**src/mvt_pkg.sv**
```systemverilog
package mvt_pkg;

  typedef enum logic [1:0] {
    OP_ADD    = 2'd0,
    OP_REMOVE = 2'd1,
    OP_QUERY  = 2'd2
  } op_e;

  typedef enum logic [2:0] {
    ST_IDLE = 3'b001,
    ST_CMP  = 3'b010,
    ST_EXEC = 3'b100
  } state_e;

  localparam int unsigned ValueWidth = 32;
  localparam int unsigned CountWidth = 7;

  // cells per partial match count
  localparam int unsigned GroupSize = 8;

  typedef struct packed {
    logic                  add_en;
    logic                  rm_en;
    logic [ValueWidth-1:0] value;
  } cell_ctl_t;

endpackage

```
**src/mvt_cell.sv**
```systemverilog
module mvt_cell import mvt_pkg::*; #(
  parameter int unsigned IDX = 0,
  parameter int unsigned CW  = 7
) (
  input  logic                  clk_i,
  input  cell_ctl_t             ctl_i,
  input  logic [CW-1:0]         fill_i,
  input  logic [ValueWidth-1:0] next_entry_i,
  input  logic                  hit_i,
  output logic [ValueWidth-1:0] entry_o,
  output logic                  match_o,
  output logic                  hit_o
);

  logic [ValueWidth-1:0] entry_q;
  logic                  match_q;
  logic                  live;

  assign live    = CW'(IDX) < fill_i;
  assign match_o = live && (entry_q == ctl_i.value);
  // set at or after the first matching cell: these cells close the gap on a remove
  assign hit_o   = hit_i | match_q;
  assign entry_o = entry_q;

  always_ff @(posedge clk_i) begin
    match_q <= match_o;
    if (ctl_i.rm_en && hit_o) begin
      entry_q <= next_entry_i;
    end else if (ctl_i.add_en && (fill_i == CW'(IDX))) begin
      entry_q <= ctl_i.value;
    end
  end

endmodule

```
**src/mvt_popcount.sv**
```systemverilog
module mvt_popcount import mvt_pkg::*; #(
  parameter int unsigned CAPACITY = 64,
  parameter int unsigned CW       = 7
) (
  input  logic                clk_i,
  input  logic [CAPACITY-1:0] match_i,
  output logic [CW-1:0]       total_o
);

  localparam int unsigned NG = (CAPACITY + GroupSize - 1) / GroupSize;
  localparam int unsigned PW = NG * GroupSize;
  localparam int unsigned GW = $clog2(GroupSize + 1);

  logic [PW-1:0] pad;
  logic [GW-1:0] grp_d [NG];
  logic [GW-1:0] grp_q [NG];

  assign pad = PW'(match_i);

  always_comb begin
    for (int g = 0; g < NG; g++) begin
      grp_d[g] = '0;
      for (int k = 0; k < GroupSize; k++) begin
        grp_d[g] = grp_d[g] + GW'(pad[g*GroupSize+k]);
      end
    end
  end

  always_ff @(posedge clk_i) begin
    grp_q <= grp_d;
  end

  always_comb begin
    total_o = '0;
    for (int g = 0; g < NG; g++) begin
      total_o = total_o + CW'(grp_q[g]);
    end
  end

endmodule

```
**src/multiset_value_table.sv**
```systemverilog
// Multiset of signed 32-bit values held in a row of CAPACITY cells.
// Request channel: in_valid_i / in_stall_o with op_i (add, remove, query)
// and value_i. Result channel: out_valid_o / out_stall_i with ok_o,
// occurrences_o, element_count_o and is_empty_o; one result per request.
// Each request has a compare cycle in which every cell checks
// its entry against the value and partial match counts of 8 cells are
// registered, then an execute cycle that sums the partial counts, updates
// the fill level and writes or compacts the cells. The result is registered
// at the end of the execute cycle; a new request is accepted in the execute cycle,
// so the next request can be taken while the last one is executing.
// A remove shifts every entry after the first match down by one cell.
// The result sits in an output register; while it is stalled the next
// request is still accepted and compared, and its execute cycle waits
// until the output register is free.
// Reset empties the table (fill level zero) and drops any pending result;
// no clearing pass runs, so requests are taken right after reset.
// Counts wider than 7 bits (CAPACITY above 127) are reported modulo 128.
module multiset_value_table import mvt_pkg::*; #(
  parameter int unsigned CAPACITY = 64
) (
  input  logic                         clk_i,
  input  logic                         rst_ni,
  input  logic                         in_valid_i,
  output logic                         in_stall_o,
  input  logic [1:0]                   op_i,
  input  logic signed [ValueWidth-1:0] value_i,
  output logic                         out_valid_o,
  input  logic                         out_stall_i,
  output logic                         ok_o,
  output logic [CountWidth-1:0]        occurrences_o,
  output logic [CountWidth-1:0]        element_count_o,
  output logic                         is_empty_o
);

  localparam int unsigned CW = $clog2(CAPACITY + 1);
  localparam int unsigned EW = CW + CountWidth;

  state_e state_q, state_d;

  logic [1:0]            op_q;
  logic [ValueWidth-1:0] value_q;
  logic [CW-1:0]         fill_q, fill_d;
  logic                  out_valid_q;
  logic                  ok_q;
  logic [CountWidth-1:0] occ_q, cnt_q;
  logic                  empty_q;

  logic                  in_fire, exec_fire, full;
  logic [CW-1:0]         match_cnt, occ_n;
  logic                  ok_n, found;
  logic [EW-1:0]         occ_ext, fill_ext;
  cell_ctl_t             ctl;

  logic [ValueWidth-1:0] entry_w [CAPACITY];
  logic [CAPACITY-1:0]   match_w;
  logic [CAPACITY:0]     hit_w;

  assign full      = fill_q == CW'(CAPACITY);
  assign exec_fire = (state_q == ST_EXEC) && (!out_valid_q || !out_stall_i);
  assign in_stall_o = !((state_q == ST_IDLE) || exec_fire);
  assign in_fire   = in_valid_i && !in_stall_o;
  assign found     = hit_w[CAPACITY];

  assign ctl.value  = value_q;
  assign ctl.add_en = exec_fire && (op_q == OP_ADD) && !full;
  assign ctl.rm_en  = exec_fire && (op_q == OP_REMOVE);

  assign hit_w[0] = 1'b0;

  for (genvar i = 0; i < CAPACITY; i++) begin : g_cell
    logic [ValueWidth-1:0] nxt;
    if (i == CAPACITY - 1) begin : g_last
      assign nxt = entry_w[i];
    end else begin : g_mid
      assign nxt = entry_w[i+1];
    end
    mvt_cell #(
      .IDX(i),
      .CW (CW)
    ) u_cell (
      .clk_i       (clk_i),
      .ctl_i       (ctl),
      .fill_i      (fill_q),
      .next_entry_i(nxt),
      .hit_i       (hit_w[i]),
      .entry_o     (entry_w[i]),
      .match_o     (match_w[i]),
      .hit_o       (hit_w[i+1])
    );
  end

  mvt_popcount #(
    .CAPACITY(CAPACITY),
    .CW      (CW)
  ) u_popcount (
    .clk_i  (clk_i),
    .match_i(match_w),
    .total_o(match_cnt)
  );

  // match_cnt counts the contents before this request is applied
  always_comb begin
    ok_n   = 1'b0;
    occ_n  = match_cnt;
    fill_d = fill_q;
    case (op_e'(op_q))
      OP_ADD: begin
        ok_n = !full;
        if (!full) begin
          occ_n  = match_cnt + CW'(1);
          fill_d = fill_q + CW'(1);
        end
      end
      OP_REMOVE: begin
        ok_n = found;
        if (found) begin
          occ_n  = match_cnt - CW'(1);
          fill_d = fill_q - CW'(1);
        end
      end
      OP_QUERY: begin
        ok_n = 1'b1;
      end
      default: begin
        ok_n = 1'b0;
      end
    endcase
  end

  assign occ_ext  = EW'(occ_n);
  assign fill_ext = EW'(fill_d);

  always_comb begin
    state_d = state_q;
    case (state_q)
      ST_IDLE: begin
        if (in_fire) state_d = ST_CMP;
      end
      ST_CMP: begin
        state_d = ST_EXEC;
      end
      ST_EXEC: begin
        if (in_fire) begin
          state_d = ST_CMP;
        end else if (exec_fire) begin
          state_d = ST_IDLE;
        end
      end
      default: begin
        state_d = ST_IDLE;
      end
    endcase
  end

  always_ff @(posedge clk_i or negedge rst_ni) begin
    if (!rst_ni) begin
      state_q     <= ST_IDLE;
      fill_q      <= '0;
      out_valid_q <= 1'b0;
    end else begin
      state_q <= state_d;
      if (exec_fire) begin
        fill_q      <= fill_d;
        out_valid_q <= 1'b1;
      end else if (!out_stall_i) begin
        out_valid_q <= 1'b0;
      end
    end
  end

  always_ff @(posedge clk_i) begin
    if (in_fire) begin
      op_q    <= op_i;
      value_q <= value_i;
    end
    if (exec_fire) begin
      ok_q    <= ok_n;
      occ_q   <= occ_ext[CountWidth-1:0];
      cnt_q   <= fill_ext[CountWidth-1:0];
      empty_q <= fill_d == '0;
    end
  end

  assign out_valid_o     = out_valid_q;
  assign ok_o            = ok_q;
  assign occurrences_o   = occ_q;
  assign element_count_o = cnt_q;
  assign is_empty_o      = empty_q;

endmodule

```
**config.mk**
```make
export PLATFORM = sky130hd
export DESIGN_NAME = multiset_value_table
export DESIGN_NICKNAME = d
export VERILOG_FILES = /design/src/mvt_pkg.sv /design/src/mvt_cell.sv /design/src/mvt_popcount.sv /design/src/multiset_value_table.sv
export SDC_FILE = /design/constraint.sdc
export NUM_CORES = 2
export LEC_CHECK = 0
export ABC_AREA = 0
export ABC_CLOCK_PERIOD_IN_PS = 55800
export BUFFER_PORTS_ARGS = -buffer_cell sky130_fd_sc_hd__buf_2
export CORE_ASPECT_RATIO = 1.5
export CORE_MARGIN = 2
export CORE_UTILIZATION = 25
export DETAILED_ROUTE_END_ITERATION = 12
export PLACE_DENSITY = 0.36
export SYNTH_ARGS = -nofsm -noshare
export SYNTH_HDL_FRONTEND = slang
export SYNTH_HIERARCHICAL = 1
export SYNTH_SLANG_ARGS = --single-unit
```
**constraint.sdc**
```tcl
create_clock -name clk_i -period 55.8 [get_ports clk_i]
set_input_delay 5.58 -clock clk_i [delete_from_list [all_inputs] [get_ports clk_i]]
set_output_delay 5.58 -clock clk_i [all_outputs]
set_load 0.01 [all_outputs]
```
==> run metrics <==
# IOs 56; WP data arrival 19810 ps; endpoints failing setup 0; post-synthesis cell count 8033; endpoints failing hold 0; Critical-path top delay cell or4_4; first-pass GRT wire length 652000 um; pwr/cell area 35.5 nW/um^2; critical path class reg -> reg; initial DRC count 4224; r2r worst-path depth 69; Initial Utilization 0.251; maximum operating frequency 52.5 MHz; met2 global-route usage 0.380; post-synthesis net count 8161; initial antenna violation count 17; relative slew slack 0.169; Final ANT Viol Nets 0; Detailed Routing Iterations Pass 1 5; distinct cell type count after synthesis 91; Synth Area in Adders 0.0128; core area 478000 um^2; TNS Setup 0 ps; input/output buffers 55; die area 486000 um^2; max cap viols 0; H-tree depth 5; predominant post-synthesis flop cell edfxtp_1; die height 853 um; Area Growth Syn to Fin 14.6%; EDFF count, synth 2098; Compound-Gate Fraction of Synth Area 0.0103; hold slack 571 ps; vias 69909; Synth area leaders edfxtp_1 (52%), mux2_2 (16%), xor2_1 (12%); M3 GR Usage 0.0174; Seq cells post-synth 2205; WL per Instance 31.6 um; drc violations 0; main combinational cell family by area after synthesis multiplexers; Post-Synth XOR/XNOR Area 0.151; clock latency on the worst-skew pair 970 ps; Post-Layout Inst Area 137000 um^2; layout cells sized above 1 0.337; min cycle time layout 19030 ps; Commonest cells post-synth edfxtp_1 (2098), mux2_2 (1749), xor2_1 (1595), xnor2_1 (465), nor4_1 (330); clock buffer count from CTS 264; CTS hold repair buffers 0; Worst Skew 69.9 ps; Worst setup EP type flop; Synth area leader edfxtp_1; GRT Total Usage 0.190; CP most frequent cell or2_1; Die Wd 570 um; DRT Wirelength 473000 um; RSZ-0062 raised after global routing false; CTS clock-pin slew for the worst setup and hold paths 60 ps; Worst Tran Pin Value 1240 ps; largest net degree at the start of global routing 57; Final Cycle Share 0.341; grt met1 use 0.209; vias per std cell 4.68; crit path launch type flop; post-cts resize count 0; sequential area share after synthesis 0.543; grt ovf 0; Post-Synth Simple-Gate Area 0.0638; CP required 56570 ps; Slew Viols, Final 0; Final GP Congestion 0.801; status completed; fill cell count 48054; Leak Pwr 46.2 nW; CTS tree yes; peak supply drop 0.0000329 V; number of nets in the layout 8596; CP max stage delay 560 ps; Ys Warns 6; GR peak layer met2; Root Buffer clkbuf_16; Setup Fix Bufs, Post-CTS 0; Critical Path Fanout Max 10; Post-Place Cell Area 129000 um^2; clock net sink count 2205; Syn Area/Cell 14.9 um^2; via count of the first global-routing pass 76766; Cell Area, Synth 120000 um^2; worst hold path stage count 1; mux share of post-synthesis cell area 0.198; most instantiated library cell after synthesis edfxtp_1; area share of the largest cell type after synthesis 0.525; Longest Clk Path Bufs 4; post-detail-place hpwl 337000 um; hold crit path type reg -> reg; Synth async-reset ratio 0.00499; FP Rows 311
[report_power, final]
group	internal (mW)	switching (mW)	leakage (nW)	total, mW
Sequential	1.91	0.0306	19.8	1.94
Combinational	0.455	0.754	22.4	1.21
Clock	0.968	0.762	4.03	1.73
[state kept, by name, indices dropped and copies added, names as in the netlist, 2 cells and up]
| name | flops |
|---|---|
| occurrences_o | 7 |
| state_q | 3 |
| g_cell.u_cell/entry_o | 2048 |
| u_popcount/grp_q | 32 |
| g_cell.u_cell/match_q | 64 |
| op_q | 2 |
| fill_q | 7 |
| element_count_o | 7 |
| value_q | 32 |
[worst paths after layout]
| path | from | endpoint | slack (ps) |
|---|---|---|---|
| max in group asynchronous | rst_ni | fill_q[3] | 50950 |
| worst min register to register | g_cell[45].u_cell/entry_o[29] | g_cell[44].u_cell/entry_o[29] | 570 |
| worst max register to register | g_cell[0].u_cell/match_q | is_empty_o | 36770 |
| worst max-delay path | g_cell[0].u_cell/match_q | is_empty_o | 36770 |
| worst min-delay path | g_cell[45].u_cell/entry_o[29] | g_cell[44].u_cell/entry_o[29] | 570 |
| min in group asynchronous | rst_ni | state_q[1] | 4520 |
[critical path, delay by kind of cell (launching register included)]
kind,cells,cell delay (ps)
AO/OA/AOI/OAI,1,150
flip-flops,1,290
multiplexers,1,240
AND/OR/NAND/NOR,67,18040
[routing by layer]
layer,up-vias,share of wire
li1,31133,-
met1,37015,0.38
met2,1226,0.56
met3,535,0.024
met4,0,0.031
met5,-,0
[cells by family after synthesis]
kind of cell	after synthesis
fa+ha+maj	90
flops	2205
buf+inv	327
mux	2059
xor+xnor	2068
simple gates	1107
compound gates	176
other cells	1
[layout by cell type (no fill, tap or decap), types with 40 or more instances in the layout]
master / count
a21oi_1: 40
dfxtp_1: 96
mux2_2: 1749
mux2_1: 160
xnor2_1: 465
buf_4: 284
inv_1: 126
xor2_1: 1595
clkbuf_1: 79
nand3_1: 66
fa_1: 55
clkinv_1: 40
mux2_4: 145
nor4_1: 328
clkbuf_16: 271
nor2_1: 40
nand2_1: 72
buf_2: 55
clkinv_2: 41
edfxtp_1: 2098
nand4_1: 201
nand2_2: 41
nor4_2: 113
[final cells by class]
type,instances,area [um^2],share of cell area
clock buffers,365,7280,0.0530
inverters,126,473,0.00344
repair buffers,370,3030,0.0220
flip-flops and latches,2205,65200,0.474
clock inverters,113,925,0.00673
well taps,6260,7830,0.0570
multi-input cells,5501,52700,0.383
diodes,8,20.0,0.000146
[metrics by stage]
step,util,power [mW],setup WS [ps],cells
6_report,0.288,4.88,36770,14948
4_1_cts,0.287,4.96,36600,14940
5_1_grt,0.287,5.07,36090,14942
3_5_place_dp,0.270,3.19,36720,14462
2_1_floorplan,-,2.75,38050,8033
3_3_place_gp,0.270,3.20,36300,14462
Note: power is estimated with default switching activity, not from simulation.
